<file path="src/bfu_pkg.sv">
package bfu_pkg;

  localparam int unsigned CFG_DATA_W = 24;
  localparam int unsigned CFG_IDX_W  = 2;
  localparam int unsigned COUNT_W    = 24;
  localparam int unsigned FWIDTH_W   = 6;
  localparam int unsigned VALUE_W    = 32;

  typedef enum logic [CFG_IDX_W-1:0] {
    CFG_INITIAL_SKIP = 2'd0,
    CFG_FIELD_WIDTH  = 2'd1,
    CFG_GAP_BITS     = 2'd2,
    CFG_FIELD_COUNT  = 2'd3
  } cfg_idx_t;

  typedef struct packed {
    logic [7:0] data;
    logic       start;
  } item_t;

  // Returns k bits of b starting at bit position start (0 is the MSB),
  // right justified.
  function automatic logic [7:0] get_bits(input logic [7:0] b, input logic [3:0] start,
                                          input logic [3:0] k);
    logic [7:0] t;
    t = b << start;
    return t >> (4'd8 - k);
  endfunction

endpackage

</file>
<file path="src/bfu_front.sv">
module bfu_front (
  input  logic            clk,
  input  logic            rst_n,
  input  logic            in_valid,
  output logic            in_stall,
  input  logic [7:0]      in_byte,
  input  logic            in_frame_start,
  output logic            q_valid,
  output bfu_pkg::item_t  q_item,
  input  logic            q_pop
);

  bfu_pkg::item_t mem_r [2];
  logic           wr_ptr_r, wr_ptr_nxt;
  logic           rd_ptr_r, rd_ptr_nxt;
  logic [1:0]     cnt_r, cnt_nxt;
  logic           push;
  logic           pop;

  assign in_stall = (cnt_r == 2'd2);
  assign push     = in_valid && !in_stall;
  assign q_valid  = (cnt_r != 2'd0);
  assign pop      = q_pop && q_valid;
  assign q_item   = mem_r[rd_ptr_r];

  always_comb begin
    wr_ptr_nxt = push ? ~wr_ptr_r : wr_ptr_r;
    rd_ptr_nxt = pop ? ~rd_ptr_r : rd_ptr_r;
    cnt_nxt    = cnt_r + {1'b0, push} - {1'b0, pop};
  end

  always_ff @(posedge clk) begin
    if (push) begin
      mem_r[wr_ptr_r].data  <= in_byte;
      mem_r[wr_ptr_r].start <= in_frame_start;
    end
  end

  always_ff @(posedge clk) begin
    if (!rst_n) begin
      wr_ptr_r <= 1'b0;
      rd_ptr_r <= 1'b0;
      cnt_r    <= 2'd0;
    end else begin
      wr_ptr_r <= wr_ptr_nxt;
      rd_ptr_r <= rd_ptr_nxt;
      cnt_r    <= cnt_nxt;
    end
  end

endmodule

</file>
<file path="src/bfu_back.sv">
module bfu_back #(
  parameter int unsigned MAX_WIDTH = 32
) (
  input  logic                             clk,
  input  logic                             rst_n,
  input  logic                             cfg_we,
  input  logic [bfu_pkg::CFG_IDX_W-1:0]    cfg_index,
  input  logic [bfu_pkg::CFG_DATA_W-1:0]   cfg_wdata,
  input  logic                             q_valid,
  input  bfu_pkg::item_t                   q_item,
  output logic                             q_pop,
  output logic                             out_valid,
  input  logic                             out_stall,
  output logic [bfu_pkg::VALUE_W-1:0]      out_field_value,
  output logic                             out_last_in_item,
  output logic                             out_final_field
);

  localparam int unsigned WW = $clog2(MAX_WIDTH + 1);
  localparam int unsigned CW = bfu_pkg::COUNT_W;

  logic [CW-1:0]                   initial_skip_r;
  logic [bfu_pkg::FWIDTH_W-1:0]    field_width_r;
  logic [CW-1:0]                   gap_bits_r;
  logic [CW-1:0]                   field_count_r;

  logic [MAX_WIDTH-1:0] accum_r, accum_nxt;
  logic [WW-1:0]        bc_r, bc_nxt;
  logic [CW-1:0]        skip_r, skip_nxt;
  logic [CW-1:0]        fd_r, fd_nxt;
  logic                 active_r, active_nxt;
  logic [2:0]           pos_r, pos_nxt;

  logic                 out_valid_r, out_valid_nxt;
  logic [bfu_pkg::VALUE_W-1:0] out_value_r, out_value_nxt;
  logic                 out_last_r, out_last_nxt;
  logic                 out_final_r, out_final_nxt;

  logic [7:0]           w8;
  logic                 chunk;
  logic                 act;
  logic [MAX_WIDTH-1:0] acc;
  logic [MAX_WIDTH-1:0] val;
  logic [WW-1:0]        bc;
  logic [CW-1:0]        sk;
  logic [CW-1:0]        fd;
  logic [CW-1:0]        fd1;
  logic [3:0]           n;
  logic [3:0]           avail;
  logic [3:0]           start4;
  logic [7:0]           need8;
  logic [3:0]           k;
  logic [3:0]           k2;
  logic [3:0]           pnew;
  logic [3:0]           r;
  logic                 emit;
  logic                 done;
  logic                 last;
  logic                 fin;

  always_comb begin
    w8 = {2'b00, field_width_r};
    if (w8 == 8'd0) begin
      w8 = 8'd1;
    end
    if (w8 > 8'(MAX_WIDTH)) begin
      w8 = 8'(MAX_WIDTH);
    end
  end

  always_comb begin
    chunk  = q_valid && (!out_valid_r || !out_stall);
    act    = active_r;
    acc    = accum_r;
    bc     = bc_r;
    sk     = skip_r;
    fd     = fd_r;
    fd1    = fd_r;
    val    = '0;
    avail  = 4'd0;
    start4 = 4'd0;
    need8  = 8'd0;
    k      = 4'd0;
    k2     = 4'd0;
    pnew   = 4'd0;
    r      = 4'd0;
    emit   = 1'b0;
    done   = 1'b1;
    last   = 1'b0;
    fin    = 1'b0;
    if (pos_r == 3'd0) begin
      if (q_item.start) begin
        act = 1'b1;
        acc = '0;
        bc  = '0;
        sk  = initial_skip_r;
        fd  = '0;
      end
      if (act && (fd >= field_count_r)) begin
        act = 1'b0;
      end
    end
    n = 4'd8 - {1'b0, pos_r};
    if (act) begin
      if (sk >= CW'(n)) begin
        sk = sk - CW'(n);
      end else begin
        avail  = n - sk[3:0];
        start4 = {1'b0, pos_r} + sk[3:0];
        // A width lowered below the bits already held completes on the next bit.
        need8  = (8'(bc) >= w8) ? 8'd1 : (w8 - 8'(bc));
        if (need8 > {4'd0, avail}) begin
          acc = (acc << avail) | MAX_WIDTH'(bfu_pkg::get_bits(q_item.data, start4, avail));
          bc  = bc + WW'(avail);
          sk  = '0;
        end else begin
          k    = need8[3:0];
          val  = (acc << k) | MAX_WIDTH'(bfu_pkg::get_bits(q_item.data, start4, k));
          fd1  = fd + CW'(1);
          fin  = (fd1 >= field_count_r);
          emit = 1'b1;
          acc  = '0;
          bc   = '0;
          sk   = gap_bits_r;
          fd   = fd1;
          pnew = start4 + k;
          if (fin) begin
            act  = 1'b0;
            last = 1'b1;
          end else begin
            r    = 4'd8 - pnew;
            last = (({1'b0, gap_bits_r} + (CW + 1)'(w8)) > (CW + 1)'(r));
            if (last) begin
              if (gap_bits_r >= CW'(r)) begin
                sk = gap_bits_r - CW'(r);
              end else begin
                k2  = r - gap_bits_r[3:0];
                acc = MAX_WIDTH'(bfu_pkg::get_bits(q_item.data, pnew + gap_bits_r[3:0], k2));
                bc  = WW'(k2);
                sk  = '0;
              end
            end else begin
              done = 1'b0;
            end
          end
        end
      end
    end
  end

  always_comb begin
    active_nxt    = active_r;
    accum_nxt     = accum_r;
    bc_nxt        = bc_r;
    skip_nxt      = skip_r;
    fd_nxt        = fd_r;
    pos_nxt       = pos_r;
    out_valid_nxt = out_valid_r && out_stall;
    out_value_nxt = out_value_r;
    out_last_nxt  = out_last_r;
    out_final_nxt = out_final_r;
    if (chunk) begin
      active_nxt = act;
      accum_nxt  = acc;
      bc_nxt     = bc;
      skip_nxt   = sk;
      fd_nxt     = fd;
      pos_nxt    = done ? 3'd0 : pnew[2:0];
      if (emit) begin
        out_valid_nxt = 1'b1;
        out_value_nxt = bfu_pkg::VALUE_W'(val);
        out_last_nxt  = last;
        out_final_nxt = fin;
      end
    end
  end

  assign q_pop            = chunk && done;
  assign out_valid        = out_valid_r;
  assign out_field_value  = out_value_r;
  assign out_last_in_item = out_last_r;
  assign out_final_field  = out_final_r;

  always_ff @(posedge clk) begin
    if (!rst_n) begin
      initial_skip_r <= '0;
      field_width_r  <= bfu_pkg::FWIDTH_W'(8);
      gap_bits_r     <= '0;
      field_count_r  <= CW'(1);
    end else if (cfg_we) begin
      unique case (bfu_pkg::cfg_idx_t'(cfg_index))
        bfu_pkg::CFG_INITIAL_SKIP: initial_skip_r <= cfg_wdata;
        bfu_pkg::CFG_FIELD_WIDTH:  field_width_r  <= cfg_wdata[bfu_pkg::FWIDTH_W-1:0];
        bfu_pkg::CFG_GAP_BITS:     gap_bits_r     <= cfg_wdata;
        bfu_pkg::CFG_FIELD_COUNT:  field_count_r  <= cfg_wdata;
      endcase
    end
  end

  always_ff @(posedge clk) begin
    if (!rst_n) begin
      active_r    <= 1'b0;
      accum_r     <= '0;
      bc_r        <= '0;
      skip_r      <= '0;
      fd_r        <= '0;
      pos_r       <= 3'd0;
      out_valid_r <= 1'b0;
    end else begin
      active_r    <= active_nxt;
      accum_r     <= accum_nxt;
      bc_r        <= bc_nxt;
      skip_r      <= skip_nxt;
      fd_r        <= fd_nxt;
      pos_r       <= pos_nxt;
      out_valid_r <= out_valid_nxt;
    end
  end

  always_ff @(posedge clk) begin
    out_value_r <= out_value_nxt;
    out_last_r  <= out_last_nxt;
    out_final_r <= out_final_nxt;
  end

endmodule

</file>
<file path="src/bit_field_unpacker_unit.sv">
// MSB-first bit-field unpacker. Bytes enter a two-entry request queue and
// the extractor works through each byte in chunks, one chunk per cycle
// while out_stall is low; a chunk ends at a completed field or at the end
// of the byte. A byte completing no field or one field is one chunk, so one
// byte per cycle is sustained for fields wider than a byte; a byte completing
// k fields takes k chunks, fed through the single output register. Trailing
// bits after a byte's last field are absorbed in the same chunk as that
// field. The user must write configuration only while idle; not enforced.
module bit_field_unpacker_unit #(
  parameter int unsigned MAX_WIDTH = 32
) (
  input  logic                             clk,
  input  logic                             rst_n,
  input  logic                             cfg_we,
  input  logic [bfu_pkg::CFG_IDX_W-1:0]    cfg_index,
  input  logic [bfu_pkg::CFG_DATA_W-1:0]   cfg_wdata,
  input  logic                             in_valid,
  output logic                             in_stall,
  input  logic [7:0]                       in_byte,
  input  logic                             in_frame_start,
  output logic                             out_valid,
  input  logic                             out_stall,
  output logic [bfu_pkg::VALUE_W-1:0]      out_field_value,
  output logic                             out_last_in_item,
  output logic                             out_final_field
);

  logic           q_valid;
  bfu_pkg::item_t q_item;
  logic           q_pop;

  bfu_front u_front (
    .clk            (clk),
    .rst_n          (rst_n),
    .in_valid       (in_valid),
    .in_stall       (in_stall),
    .in_byte        (in_byte),
    .in_frame_start (in_frame_start),
    .q_valid        (q_valid),
    .q_item         (q_item),
    .q_pop          (q_pop)
  );

  bfu_back #(
    .MAX_WIDTH (MAX_WIDTH)
  ) u_back (
    .clk              (clk),
    .rst_n            (rst_n),
    .cfg_we           (cfg_we),
    .cfg_index        (cfg_index),
    .cfg_wdata        (cfg_wdata),
    .q_valid          (q_valid),
    .q_item           (q_item),
    .q_pop            (q_pop),
    .out_valid        (out_valid),
    .out_stall        (out_stall),
    .out_field_value  (out_field_value),
    .out_last_in_item (out_last_in_item),
    .out_final_field  (out_final_field)
  );

endmodule
</file>
<file path="config.mk">
export PLATFORM = sky130hd
export DESIGN_NAME = bit_field_unpacker_unit
export DESIGN_NICKNAME = d
export VERILOG_FILES = /design/src/bfu_pkg.sv /design/src/bfu_front.sv /design/src/bfu_back.sv /design/src/bit_field_unpacker_unit.sv
export SDC_FILE = /design/constraint.sdc
export NUM_CORES = 1
export LEC_CHECK = 0
export BUFFER_PORTS_ARGS = -buffer_cell sky130_fd_sc_hd__buf_4
export CAP_MARGIN = 40
export CORE_MARGIN = 2
export CORE_UTILIZATION = 60
export DETAILED_ROUTE_END_ITERATION = 6
export PLACE_DENSITY = 0.78
export SYNTH_ARGS = -nofsm -noshare
export SYNTH_HDL_FRONTEND = slang
export SYNTH_SLANG_ARGS = --single-unit
export TNS_END_PERCENT = 100
</file>
<file path="constraint.sdc">
create_clock -name clk -period 10 [get_ports clk]
set_clock_uncertainty 0.2 [all_clocks]
set_input_delay 0 -clock clk [delete_from_list [all_inputs] [get_ports clk]]
set_output_delay 0 -clock clk [all_outputs]
set_load 0.05 [all_outputs]
</file>
==> results.cfg, run 1 <==
[critical_path]
critPathMaxStageDelay_ns = 0.50
cp-startpoint = u_back.pos_r[0]
r2r_start = u_back.pos_r[0]
crit_end = u_back.skip_r[4]
r2r_slack_ns = 1.47
cp_max_fo = 37
r2r_cells = 29
r2r-end = u_back.skip_r[4]
crit_path_start_kind = flop
worstSetupEndpointType = flop
cp_slowest_cell = or2_2
crit_type = flop to flop
cp.required_ns = 10.26
cp.arrival_ns = 8.79
cp_common_cell = ha_1

[routing]
drt-met1-wl_mm = 23.62
wl_per_cell_um = 21.30
met2_length_mm = 27.85
drtIter0Drc = 2173
highest_layer = met4
vias = 18920
drt-total-wl_mm = 60.14
antenna_left = 0
via_per_inst = 6.700
drc_errors = 0
wl_met3_mm = 5.157
dr.pass1.iters = 6

[synthesis]
synth.distinct_cells = 93
synthAdderAreaFrac_pct = 8.103
synth_compound_area_share_pct = 21.53
yosys_register_bits = 226
synth.area.top_cells = dfxtp_1 19%, edfxtp_1 8.4%, nand2_1 7.7%
synthSimpleGateAreaFrac_pct = 23.48
yosys_warnings = 0
ys_seq_area_share_pct = 27.29
synth_area_mm2 = 0.01848
synth_edf_count = 52
synth_top_family_by_area = simple AND/OR/NAND/NOR gates
avgSynthCellArea_um2 = 7.730
synth_nets = 2543
synthMuxAreaShare_pct = 10.12
yosys.area.top_type = dfxtp_1
synth-xor-area-share_pct = 3.913
synthFlopType = dfxtp_1
synthCells = 2391
async_flop_share_pct = 0
synth_top_area_share_pct = 18.85

[sta]
post-route-period-util_pct = 85.30
maxSlewViolCount = 0
relSlewSlack_pct = 40.93
setup_viol = 0
worst_slew_pin_slew_ns = 0.8835
final.min_clock_period_ns = 8.530
rsz0062_at_grt = no
tns_ns = 0
max_freq_mhz = 117.2
final-hold-violation-count = 0

[clocking]
root_buffer = clkbuf_16
htree_num_levels = 1
post_cts_resized = 0
clock_latency_ns = 0.56
cts.clk_slew.worst_paths_ns = 0.06
cts_tree = built
cts-buffers-inserted = 27
cts_sinks = 226
cts_buffer_depth = 3

[power]
cellLeakagePower_nw = 8.152
powerDensity_mw_per_mm2 = 293.1
ir_worst_vdd_uv = 211.7

[placed_design]
port_buffers = 75
globalplace.congestion = 0.9966
dp.cells = 2723
dp_hpwl_mm = 42.36

[die]
ios = 76
rows = 64
die-area_mm2 = 0.03222
dieWidth_um = 179.5
start_util_pct = 60.74
core_area_mm2 = 0.03043
fp.dieH_um = 179.5

[finish]
multi_input_area_mm2 = 0.01247
layout_commonest_cell = nand2_1
seq_area_mm2 = 0.005045
layout_common_cells = 378 x nand2_1, 212 x a21oi_1, 183 x nor2_1, 174 x dfxtp_1, 130 x mux2i_1
final_core_util_pct = 67.70
synthToLayoutAreaGrowth_pct = 11.45
nFillCells = 2581
layout.nets = 2562
drive_gt1_share_pct = 9.683
stdcell_count = 2824

[global_route]
grt_max_degree = 65
grt-ovfl-total = 0
grt_usage_pct = 35.95
grt_pass1_vias = 18080
grt_pass1_wl_mm = 95.69
antenna_found_initial = 1

[min_path]
min_path_cells = 4
hold_path.class = input port to flop

[outcome]
outcome = finished, final reports clean

[flow_run]
maxCapViolCount = 0
[critical path, delay by kind of cell (launching register included)]
kind	cells	cell delay (ns)
adder cells (fa/ha/maj)	5	1.73
multiplexers	1	0.36
flip-flops	1	0.39
AND/OR/NAND/NOR	8	1.99
XOR/XNOR	3	0.88
AO/OA/AOI/OAI	8	1.41
buffers and inverters	4	1.42
[registers in the layout, summed over array words and instances, names as in the netlist, 2 cells and up, named ones only]
name / flops
u_back.skip_r: 24
u_back.gap_bits_r: 24
u_back.initial_skip_r: 24
u_back.out_field_value: 32
u_back.pos_r: 3
u_front.mem_r: 18
u_back.field_count_r: 24
u_back.field_width_r: 6
u_back.fd_r: 24
u_back.bc_r: 6
u_back.accum_r: 32
u_front.cnt_r: 2
[layout make-up]
type                            count  area share, %
Inverter                           86          1.579
Clock buffer                       34          3.505
Clock inverter                     12         0.6985
Tap cell                          396          2.405
Antenna cell                        1        0.01215
Sequential cell                   226          24.49
Multi-Input combinational cell   1909          60.53
Timing Repair Buffer              160          6.778
[cells in the mapped netlist (13+ instances only)]
library cell	number
nor3_1	49
nor2_1	184
o221ai_1	16
buf_1	17
dfxtp_1	174
a211oi_1	28
and2_1	37
buf_2	32
edfxtp_1	52
o21a_1	13
nand2_1	378
nor4_1	18
nand2b_1	15
inv_1	78
xnor2_1	44
and3_1	19
nand3_1	93
a21oi_1	212
ha_1	102
o21ai_0	117
o22ai_1	15
a22oi_1	40
o31ai_1	14
xor2_1	36
mux2_2	20
a22o_1	15
a31oi_1	16
mux4_2	14
o211ai_1	14
nand4_1	27
clkbuf_1	116
a221oi_1	15
or3_1	23
a21o_1	22
mux2i_1	130
nor2b_1	20
[metrics by stage]
stage | total power [W] | cell area (µm²) | worst slack [ns] | hold slack, ns
3_3_place_gp | 0.004818 | 19070 | 1.949 | -0.01450
2_1_floorplan | 0.003985 | 18480 | 1.294 | -0.1011
6_report | 0.006038 | 20600 | 1.470 | 0.08537
3_5_place_dp | 0.004884 | 19190 | 1.649 | -0.01056
5_1_grt | 0.006375 | 20600 | 1.051 | 0.09040
4_1_cts | 0.005906 | 20600 | 1.653 | 0.06769
[layer usage]
metal  global-route usage [%]  up-vias
li1                         -     8708
met5                        0        -
met4                    19.77        0
met1                    45.68     8846
met2                    59.37     1122
met3                    4.660      244
[where the power goes]
| group | switching, W | leakage, nW | internal [W] |
|---|---|---|---|
| logic | 0.00256 | 5.79 | 0.00136 |
| clock network | 0.000411 | 0.425 | 0.000584 |
| registers | 0.0000930 | 1.94 | 0.00103 |
| total | 0.00306 | 8.15 | 0.00298 |
[how the worst min path moves through the flow]
stage / from / end
finish: cfg_wdata[11] / u_back.gap_bits_r[11]
global route: cfg_wdata[11] / u_back.initial_skip_r[11]
CTS: cfg_wdata[9] / u_back.field_count_r[9]
detailed placement: in_byte[4] / u_front.mem_r[0][5]
global placement: in_byte[2] / u_front.mem_r[1][3]
floorplan: in_frame_start / u_front.mem_r[0][0]
[repair_timing]
item	in CTS	in global routing
hold endpoints to repair	151	0
hold buffers	54	0
setup buffers	0	0
[cell families (layout without fill, tap and decap cells)]
group / after synthesis / in the layout
AOI/OAI and AO/OA: 621 / 621
xor gates and xnor gates: 81 / 81
adders and majority gates: 114 / 114
buffers and inverters: 256 / 292
DFF: 226 / 226
muxes: 166 / 166
other: 0 / 1
and+or+nand+nor: 927 / 927
Note: power is estimated with default switching activity, not from simulation.
==> inputs of run 2 (changes only) <==
CORE_UTILIZATION = 30   (was 60)
PLACE_DENSITY = default   (was 0.78)
==> results.cfg, run 2 (same netlist as run 1, synthesis figures left out) <==
[outcome]
outcome = complete, but fails checks
violations = negative hold slack

[die]
start_util_pct = 30.51
ios = 76
fp.dieH_um = 252.2
core_area_mm2 = 0.06058
dieWidth_um = 252.2
die-area_mm2 = 0.06361
rows = 90

[power]
cellLeakagePower_nw = 8.152
ir_worst_vdd_uv = 220.7
seqPwrFrac_pct = 18.6
pwr-share-clk_pct = 16.3
power_frac_comb_pct = 65.1
power.internal_w = 0.002968
powerDensity_mw_per_mm2 = 286.8
swShare_pct = 50.89
power.switching_w = 0.003075

[routing]
drtIter0Drc = 1754
vias = 18340
dr.pass1.iters = 6
drc_errors = 0
antenna_left = 0
wl_per_cell_um = 19.61
via_per_inst = 5.713
drt-total-wl_mm = 62.95

[finish]
layout.nets = 2562
layout_commonest_cell = nand2_1
diodes = 0
drive_gt1_share_pct = 9.881
fin_area_mm2 = 0.02107
nFillCells = 6364
layout_common_cells = 378 x nand2_1, 212 x a21oi_1, 183 x nor2_1, 174 x dfxtp_1, 130 x mux2i_1
synthToLayoutAreaGrowth_pct = 14.00

[clocking]
cts_buffer_depth = 3
cts_sinks = 226
root_buffer = clkbuf_16
clock_latency_ns = 0.58
cts-buffers-inserted = 27
htree_num_levels = 1
post_cts_resized = 0
holdBufCountCts = 53
cts.clk_slew.worst_paths_ns = 0.06
cts_tree = built
postCtsSetupBuffers = 0

[critical_path]
r2r-end = u_front.cnt_r[1]
cp_max_fo = 30
critPathMaxStageDelay_ns = 0.51
worstSetupEndpointType = flop
r2r_slack_ns = 1.58
cp_slowest_cell = or2_2
cp_common_cell = ha_1
crit_path_start_kind = flop
r2r_cells = 32
cp.arrival_ns = 8.65
cp-startpoint = u_back.pos_r[0]
r2r_start = u_back.pos_r[0]
cp.required_ns = 10.22
crit_end = u_front.cnt_r[1]
crit_type = flop to flop

[placed_design]
globalplace.congestion = 0.9151
place_area_mm2 = 0.01967
port_buffers = 75
dp_hpwl_mm = 46.18

[sta]
tns_ns = 0
post-route-period-util_pct = 84.21
rsz0062_at_grt = no
maxSlewViolCount = 0
final.min_clock_period_ns = 8.421
relSlewSlack_pct = 36.59
worst_slew_pin_slew_ns = 0.9424
max_freq_mhz = 118.8
timing.hold.ws_ns = -0.002765
final-hold-violation-count = 2
setup_viol = 0

[global_route]
grt_usage_pct = 19.32
grt_max_degree = 78
antenna_found_initial = 0
grt_pass1_vias = 17680
grt_pass1_wl_mm = 99.30
grt-ovfl-total = 0

[flow_run]
maxCapViolCount = 0

[min_path]
hold_path.class = input port to flop
run 2: changes by cell type in the layout (fill, tap and decap cells not counted), sizes merged:
cell         previous run  this run
buf                   106       107
diode                   1         0
clkbuf                 34        37
dlygate4sd3            54        53
bufinv                  3         1
clkinvlp                1         2
run 2: worst min-delay path by stage:
stage,to,cells after the start,from
3_3_place_gp,u_front.mem_r[1][4],1,in_byte[3]
4_1_cts,u_front.mem_r[1][5],2,in_byte[4]
2_1_floorplan,u_front.mem_r[0][0],0,in_frame_start
3_5_place_dp,u_front.mem_r[0][4],1,in_byte[3]
6_report,u_front.mem_r[1][5],2,in_byte[4]
5_1_grt,u_front.mem_r[1][5],2,in_byte[4]
run 2: power groups by stage:
| stage | sequential [W] | combinational (W) | clock [W] |
|---|---|---|---|
| floorplan | 0.00111 | 0.00287 | 0 |
| global placement | 0.00113 | 0.00378 | 0 |
| detailed placement | 0.00113 | 0.00383 | 0 |
| CTS | 0.00112 | 0.00387 | 0.00100 |
| global route | 0.00113 | 0.00429 | 0.00104 |
| finish | 0.00112 | 0.00394 | 0.000986 |
run 2: cell type report:
class / count / area, µm² / share of cell area, %
multi-input combinational: 1909 / 12470 / 59.18
inverter: 86 / 325.3 / 1.544
tap: 782 / 978.4 / 4.644
timing repair buffer: 160 / 1385 / 6.574
clock buffer: 37 / 778.2 / 3.694
clock inverter: 11 / 88.84 / 0.4216
sequential: 226 / 5045 / 23.94
run 2: critical path: cells and delay by family (launching register included):
family                   cells  cell delay, ns
buffers and inverters        5            1.15
AND/OR/NAND/NOR              8            1.81
flip-flops                   1            0.34
XOR/XNOR                     6            1.66
adder cells (fa/ha/maj)      8            2.18
AO/OA/AOI/OAI                5            0.91
run 2: stage by stage:
stage	setup WS (ns)	util, %	hold slack, ns	cells	total power (W)
after floorplan	1.294	-	-0.1011	2391	0.003985
after global placement	1.969	32.31	-0.01017	3104	0.004913
after detailed placement	1.753	32.47	-0.008682	3110	0.004968
after CTS	1.727	34.78	0.002336	3211	0.005986
after global routing	0.9485	34.78	0.006005	3211	0.006464
final	1.579	34.78	-0.002765	3211	0.006044
run 2: per-layer routing:
layer | routed length [µm] | up-vias | track usage, % | share of wire [%]
li1 | - | 8714 | - | -
met4 | 1973 | 0 | 6.424 | 3.1
met3 | 4340 | 105 | 2.832 | 6.9
met2 | 28140 | 716 | 31.11 | 45
met1 | 28500 | 8809 | 26.42 | 45
met5 | 0 | - | 0 | 0
==> inputs of run 3 (changes only) <==
clock period = 7 ns   (was 10 ns; I/O delays follow)
==> results.cfg, run 3 (same netlist as run 1, synthesis figures left out) <==
[die]
ios = 76
core_area_mm2 = 0.06058
rows = 90
die-area_mm2 = 0.06361
fp.dieH_um = 252.2
start_util_pct = 30.51
dieWidth_um = 252.2

[clocking]
cts_sinks = 226
root_buffer = clkbuf_16
cts_tree = built
cts_buffer_depth = 3
cts-buffers-inserted = 29
cts.clk_slew.worst_paths_ns = 0.06
postCtsSetupBuffers = 0
clock_latency_ns = 0.60
htree_num_levels = 1

[power]
powerDensity_mw_per_mm2 = 415.2
power.internal_w = 0.004390
swShare_pct = 50.88
power_frac_comb_pct = 65.3
cellLeakagePower_nw = 8.315
seqPwrFrac_pct = 18.0
ir_worst_vdd_uv = 264.4
power.switching_w = 0.004546
pwr-share-clk_pct = 16.8

[finish]
layout.nets = 2592
nFillCells = 6302
synthToLayoutAreaGrowth_pct = 16.44
layout_commonest_cell = nand2_1
final_core_util_pct = 35.52
layout_common_cells = 376 x nand2_1, 211 x a21oi_1, 182 x nor2_1, 171 x dfxtp_1, 129 x mux2i_1
drive_gt1_share_pct = 11.67
diodes = 0

[routing]
dr.pass1.iters = 6
drt-total-wl_mm = 65.46
vias = 18610
drtIter0Drc = 1664
antenna_left = 0
drc_errors = 0
via_per_inst = 5.740
wl_per_cell_um = 20.19

[min_path]
hold_path.class = input port to flop
hold_start = cfg_wdata[16]

[sta]
relSlewSlack_pct = 38.20
final-hold-violation-count = 0
final.min_clock_period_ns = 6.724
maxSlewViolCount = 0
rsz0062_at_grt = no
worst_slew_pin_slew_ns = 0.9220
timing.hold.ws_ns = 0.05933
setup_viol = 0
post-route-period-util_pct = 96.05
max_freq_mhz = 148.7

[critical_path]
critPathMaxStageDelay_ns = 0.57
worstSetupEndpointType = flop
cp.required_ns = 7.29
cp_common_cell = a21oi_1
crit_type = flop to flop
critPathTopFamily = compound AO/OA/AOI/OAI gates
crit_path_start_kind = flop
cp.arrival_ns = 7.01
path_cells = nor2b_1 > inv_1 > fa_2 > a21oi_1 > o21ai_1 > a31o_2 > or2_2 > inv_4 > ha_1 > a21oi_2 > xnor3_1 > xor2_1 > xnor2_1 > ha_1 > a21oi_1 > o21ai_1 > a221oi_1 > nand4_1 > nor4_4 > buf_6 > nor3_1 > a221oi_1 > a21oi_1 > a31o_1
cp-startpoint = u_back.field_width_r[5]
cp_max_fo = 29
r2r_start = u_back.field_width_r[5]
cp_slowest_cell = nor2b_1
critical_path_buf_inv_count = 3

[placed_design]
dp_hpwl_mm = 47.45
globalplace.congestion = 0.9293
port_buffers = 75

[global_route]
antenna_found_initial = 0
grt_max_degree = 68
grt_usage_pct = 20.03
grt-ovfl-total = 0
grt_pass1_vias = 18020
grt_pass1_wl_mm = 102.3

[outcome]
outcome = finished, final reports clean

[flow_run]
maxCapViolCount = 0
==> run 3: layout make-up <==
cell class,count,area (µm²),share of cell area (%)
Clock buffer,38,789.5,3.668
Clock inverter,13,127.6,0.5930
Inverter,86,327.8,1.523
Multi-Input combinational cell,1909,12620,58.64
Sequential cell,226,5049,23.46
Tap cell,782,978.4,4.546
Timing Repair Buffer,188,1629,7.569
==> run 3: layer usage <==
layer  vias to the layer above  part of all wire (%)  global-route usage (%)
li1                       8764                     -                       -
met1                      8972                    43                   26.36
met3                       142                   6.7                   2.441
met2                       731                    47                   33.33
met4                         0                   3.8                   7.895
met5                         -                     0                       0
==> run 3: final timing paths <==
path | slack (ns) | endpoint | cells after the start
min reg2reg | 0.26 | u_back.field_count_r[15] | 2
max | 0.28 | u_back.accum_r[4] | 24
max reg2reg | 0.28 | u_back.accum_r[4] | 24
min | 0.06 | u_back.initial_skip_r[16] | 4
==> run 3: repair_timing <==
| item | CTS | global route |
|---|---|---|
| gates resized for setup | 0 | 6 |
| hold buffers | 60 | 0 |
| hold endpoints to repair | 151 | 0 |
| endpoints found under the setup margin | 0 | 25 |
==> run 3: power groups by stage <==
stage	clock network (W)	logic, W	registers [W]
after floorplan	0	0.00422	0.00159
after global placement	0	0.00558	0.00162
after detailed placement	0	0.00566	0.00162
after CTS	0.00153	0.00571	0.00160
after global routing	0.00158	0.00634	0.00162
final	0.00150	0.00583	0.00160
==> run 3: worst register-to-register path, stage by stage, from the launching register on <==
cell	delay [ns]
dfxtp_1	0.46
nor2b_1	0.58
inv_1	0.29
fa_2	0.44
a21oi_1	0.13
o21ai_1	0.10
a31o_2	0.33
or2_2	0.34
inv_4	0.07
ha_1	0.27
a21oi_2	0.14
xnor3_1	0.27
xor2_1	0.19
xnor2_1	0.35
ha_1	0.33
a21oi_1	0.19
o21ai_1	0.11
a221oi_1	0.31
nand4_1	0.20
nor4_4	0.26
buf_6	0.29
nor3_1	0.15
a221oi_1	0.33
a21oi_1	0.10
a31o_1	0.20
==> run 3: stage by stage <==
| step | instance area (µm²) | total power (W) | TNS [ns] | setup WS [ns] | instances |
|---|---|---|---|---|---|
| 2_1_floorplan | 18790 | 0.005805 | -0.05470 | -0.05470 | 2391 |
| 3_3_place_gp | 19900 | 0.007204 | 0 | 0.4014 | 3127 |
| 3_5_place_dp | 19980 | 0.007281 | 0 | 0.1630 | 3131 |
| 4_1_cts | 21500 | 0.008832 | 0 | 0.1054 | 3242 |
| 5_1_grt | 21520 | 0.009530 | 0 | 0.01338 | 3242 |
| 6_report | 21520 | 0.008936 | 0 | 0.2765 | 3242 |
